<file path="src/design/mcpa_mult.sv">
// Shared signed 33x33 multiplier with registered product.
`timescale 1ns / 1ps
module mcpa_mult (
   input  logic               clock,
   input  logic signed [32:0] mul_a,
   input  logic signed [32:0] mul_b,
   output logic signed [65:0] product
);

   logic signed [65:0] product_ff;
   logic signed [65:0] product_in;

   assign product_in = mul_a * mul_b;

   always_ff @(posedge clock) begin
      product_ff <= product_in;
   end

   assign product = product_ff;

endmodule

</file>
<file path="config.mk">
export PLATFORM = sky130hd
export DESIGN_NAME = mcpa_mult
export DESIGN_NICKNAME = d
export VERILOG_FILES = /design/src/design/mcpa_mult.sv
export SDC_FILE = /design/constraint.sdc
export NUM_CORES = 2
export LEC_CHECK = 0
export ABC_AREA = 1
export BUFFER_PORTS_ARGS = -buffer_cell sky130_fd_sc_hd__buf_2
export CORE_MARGIN = 4
export CORE_UTILIZATION = 65
export CTS_BUF_LIST = sky130_fd_sc_hd__clkbuf_4
export DETAILED_ROUTE_END_ITERATION = 6
export PLACE_DENSITY = 0.83
export SLEW_MARGIN = 40
export SYNTH_ARGS = -nofsm -noshare
export SYNTH_HDL_FRONTEND = slang
export SYNTH_SLANG_ARGS = --single-unit
</file>
<file path="constraint.sdc">
create_clock -name clock -period 9.5 [get_ports clock]
set_input_delay 1.425 -clock clock [delete_from_list [all_inputs] [get_ports clock]]
set_output_delay 1.425 -clock clock [all_outputs]
set_load 0.05 [all_outputs]
</file>
==> impl_metrics.yaml <==
critical_path:
  timing.critical_path.arrival_ns: 8.84
  path_max_fanout: 33
  cp_common_cell: "sky130_fd_sc_hd__fa_1"
  worstPathRequired_ns: 9.90
  critical_path.startpoint_type: "input port"
  criticalPathCategory: "in2reg"
  end_kind: "flip-flop"
  crit_path_cell_trace: "buf_2, nand2_1, fa_1, fa_1, fa_1, inv_1, fa_1, fa_1, fa_1, fa_1, inv_1, fa_1, inv_1, ha_1, nand2_1, nor2_1, nand3_1, nor2_1, o21ai_0, nand3_1, nand2_1, nand2_1"
  worst_path_largest_cell_delay_ns: 0.83
  critPathSlowestCell: "sky130_fd_sc_hd__fa_1"
placed_design:
  dp_hpwl_um: 97780
  placedCellCount: 6317
  io_buffers: 132
  place.gp.congestion: 0.9686
hold_path:
  hold_path_class: "in2reg"
  hold_path_depth: 4
yosys:
  synth-seq-cells: 66
  netlist_instances: 5549
  syn-cell-area_um2: 43180
  synth_area_per_cell_um2: 7.781
  synth.yosys.warnings: 0
  synth_cell_type_count: 32
  ys_seq_area_frac: 0.03060
  syn-num-nets: 6978
final_layout:
  multi_input_area_um2: 33730
  final_nets: 6893
  fillers: 5267
  largest_register_ff_count: 66
  final_cells: 6338
  layout.cells.most_common_list: "sky130_fd_sc_hd__inv_1, sky130_fd_sc_hd__nand2_1, sky130_fd_sc_hd__fa_1"
  layout_cells_sized_above_1: 0.04516
  layout.area.seq_um2: 1321
  mostFrequentLayoutCell: "sky130_fd_sc_hd__inv_1"
  area_growth_pct: 2.892
grt:
  grt_overflow: 0
  first_global_vias: 38060
  grt_pass1_wl_um: 192900
  globalRouteTotalUtil: 0.3471
  grt_start_max_net_pins: 34
  grt_antenna_before_repair: 7
route:
  drc: 0
  postRouteWirelength_um: 117100
  vias_per_cell: 5.341
  antenna_left: 0
  first_iter_violations: 2722
  detailroute.via_count: 33850
  wire_per_inst_um: 18.47
  drtPass1Iterations: 6
clocking:
  cts.hold.buffers_added: 0
  post_cts.repair.setup_buffers: 0
  cts_resized: 0
  clockRootBuffer: "sky130_fd_sc_hd__clkbuf_4"
  h-tree-depth: 3
  tritoncts: "built"
  cts_sinks: 66
  maximum_buffer_depth_of_the_clock_tree: 2
  path_clk_slew_ns: 0.16
  cts_made_buffers: 9
sta:
  setup_tns_ns: 0
  final_min_period_over_clock_period: 0.8879
  setup_repair_after_global_routing_missed_its_margin: "false"
  final_max_slew_viol_count: 0
  max_slew_headroom: 0.3958
  layout_min_cycle_time_ns: 8.435
  highest_achievable_clock_rate_mhz: 118.6
  hold_viol_final: 0
  worst_slew_pin_slew_ns: 0.9064
  finalSetupViolCount: 0
floorplan:
  floorplan.die.height_um: 265.7
  start_util: 0.6567
  core_um2: 65750
  design.portCount: 133
  std_cell_rows: 94
  dieArea_um2: 70610
  dieWidth_um: 265.7
run:
  drv_cap: 0
outcome:
  result_of_the_run: "completed"
[routing by layer]
metal,vias to the layer above,global-route usage,part of all wire
li1,14820,-,-
met5,-,0,0.000077
met1,16670,0.4193,0.35
met2,1850,0.6005,0.49
met4,2,0.1757,0.065
met3,511,0.06446,0.092
[worst max-delay path, delay by kind of cell]
kind | cells | cell delay (ns)
compound gates | 1 | 0.23
fa+ha+maj | 9 | 4.92
buf+inv | 4 | 1.07
simple gates | 8 | 1.20
[logic make-up (layout without fill, tap and decap cells)]
group           after synthesis  in the layout  share of synthesized area
simple gates               1812           1812                     0.1661
other cells                   0              5                          0
compound gates              105            105                    0.01342
buf+inv                    2165           2085                     0.1882
xor+xnor                     39             39                   0.007911
fa+ha+maj                  1362           1362                     0.5938
flops                        66             66                    0.03060
[layout make-up]
cell class	instances	share of cell area
Antenna cell	5	0.0002817
Multi-Input combinational cell	3318	0.7592
Tap cell	864	0.02433
Inverter	1902	0.1607
Sequential cell	66	0.02974
Clock inverter	7	0.002225
Clock buffer	9	0.001521
Timing Repair Buffer	167	0.02197
[worst paths after layout]
| path | to | slack, ns | start |
|---|---|---|---|
| hold / removal | product[0]$_DFF_P_ | 1.50 | mul_b[0] |
| setup / recovery | product[57]$_DFF_P_ | 1.06 | mul_b[10] |
[stage by stage]
step / area, um^2 / utilization / setup WS [ns] / hold WS, ns
2_1_floorplan: 43180 / - / 1.319 / 1.689
3_3_place_gp: 44190 / 0.6722 / 0.8206 / 1.894
3_5_place_dp: 44210 / 0.6724 / 0.6834 / 1.893
4_1_cts: 44380 / 0.6750 / 1.146 / 1.462
5_1_grt: 44420 / 0.6756 / 0.6088 / 1.488
6_report: 44420 / 0.6757 / 1.065 / 1.503
[cells in the mapped netlist]
cell type                     n  area [um^2]
sky130_fd_sc_hd__ha_1       217         2715
sky130_fd_sc_hd__fa_1      1145        22920
sky130_fd_sc_hd__clkbuf_1   261        979.7
sky130_fd_sc_hd__o21a_1       1        7.510
sky130_fd_sc_hd__nand2_1   1523         5717
sky130_fd_sc_hd__nor2_4       4        45.04
sky130_fd_sc_hd__or2_2        5        31.28
sky130_fd_sc_hd__and2_1       2        12.51
sky130_fd_sc_hd__xnor2_1      4        35.03
sky130_fd_sc_hd__a21boi_0     1        7.510
sky130_fd_sc_hd__inv_2        6        22.52
sky130_fd_sc_hd__nand3_2      8        80.08
sky130_fd_sc_hd__nand2_2     15        93.84
sky130_fd_sc_hd__nand3b_1     4        30.03
sky130_fd_sc_hd__nor2_1     125        469.2
sky130_fd_sc_hd__nor2_2      22        137.6
sky130_fd_sc_hd__and2_0       1        6.260
sky130_fd_sc_hd__o21ai_0     18        90.09
sky130_fd_sc_hd__or2_1        1        6.260
sky130_fd_sc_hd__dfxtp_1     66         1321
sky130_fd_sc_hd__o21ai_1      6        30.03
sky130_fd_sc_hd__o21bai_1    12        90.09
sky130_fd_sc_hd__a21o_1       3        22.52
sky130_fd_sc_hd__nand3_1     70        350.3
sky130_fd_sc_hd__nor3_1       8        40.04
sky130_fd_sc_hd__xor2_1      35        306.5
sky130_fd_sc_hd__nand4_1     19        118.9
sky130_fd_sc_hd__a21oi_2      3        26.28
sky130_fd_sc_hd__a21oi_1     61        305.3
sky130_fd_sc_hd__buf_1        2        7.510
sky130_fd_sc_hd__inv_1     1896         7117
sky130_fd_sc_hd__nor4_1       5        31.28
Power is not shown: default switching activity piles up to over one toggle a cycle in this logic, so the estimate is an artifact.
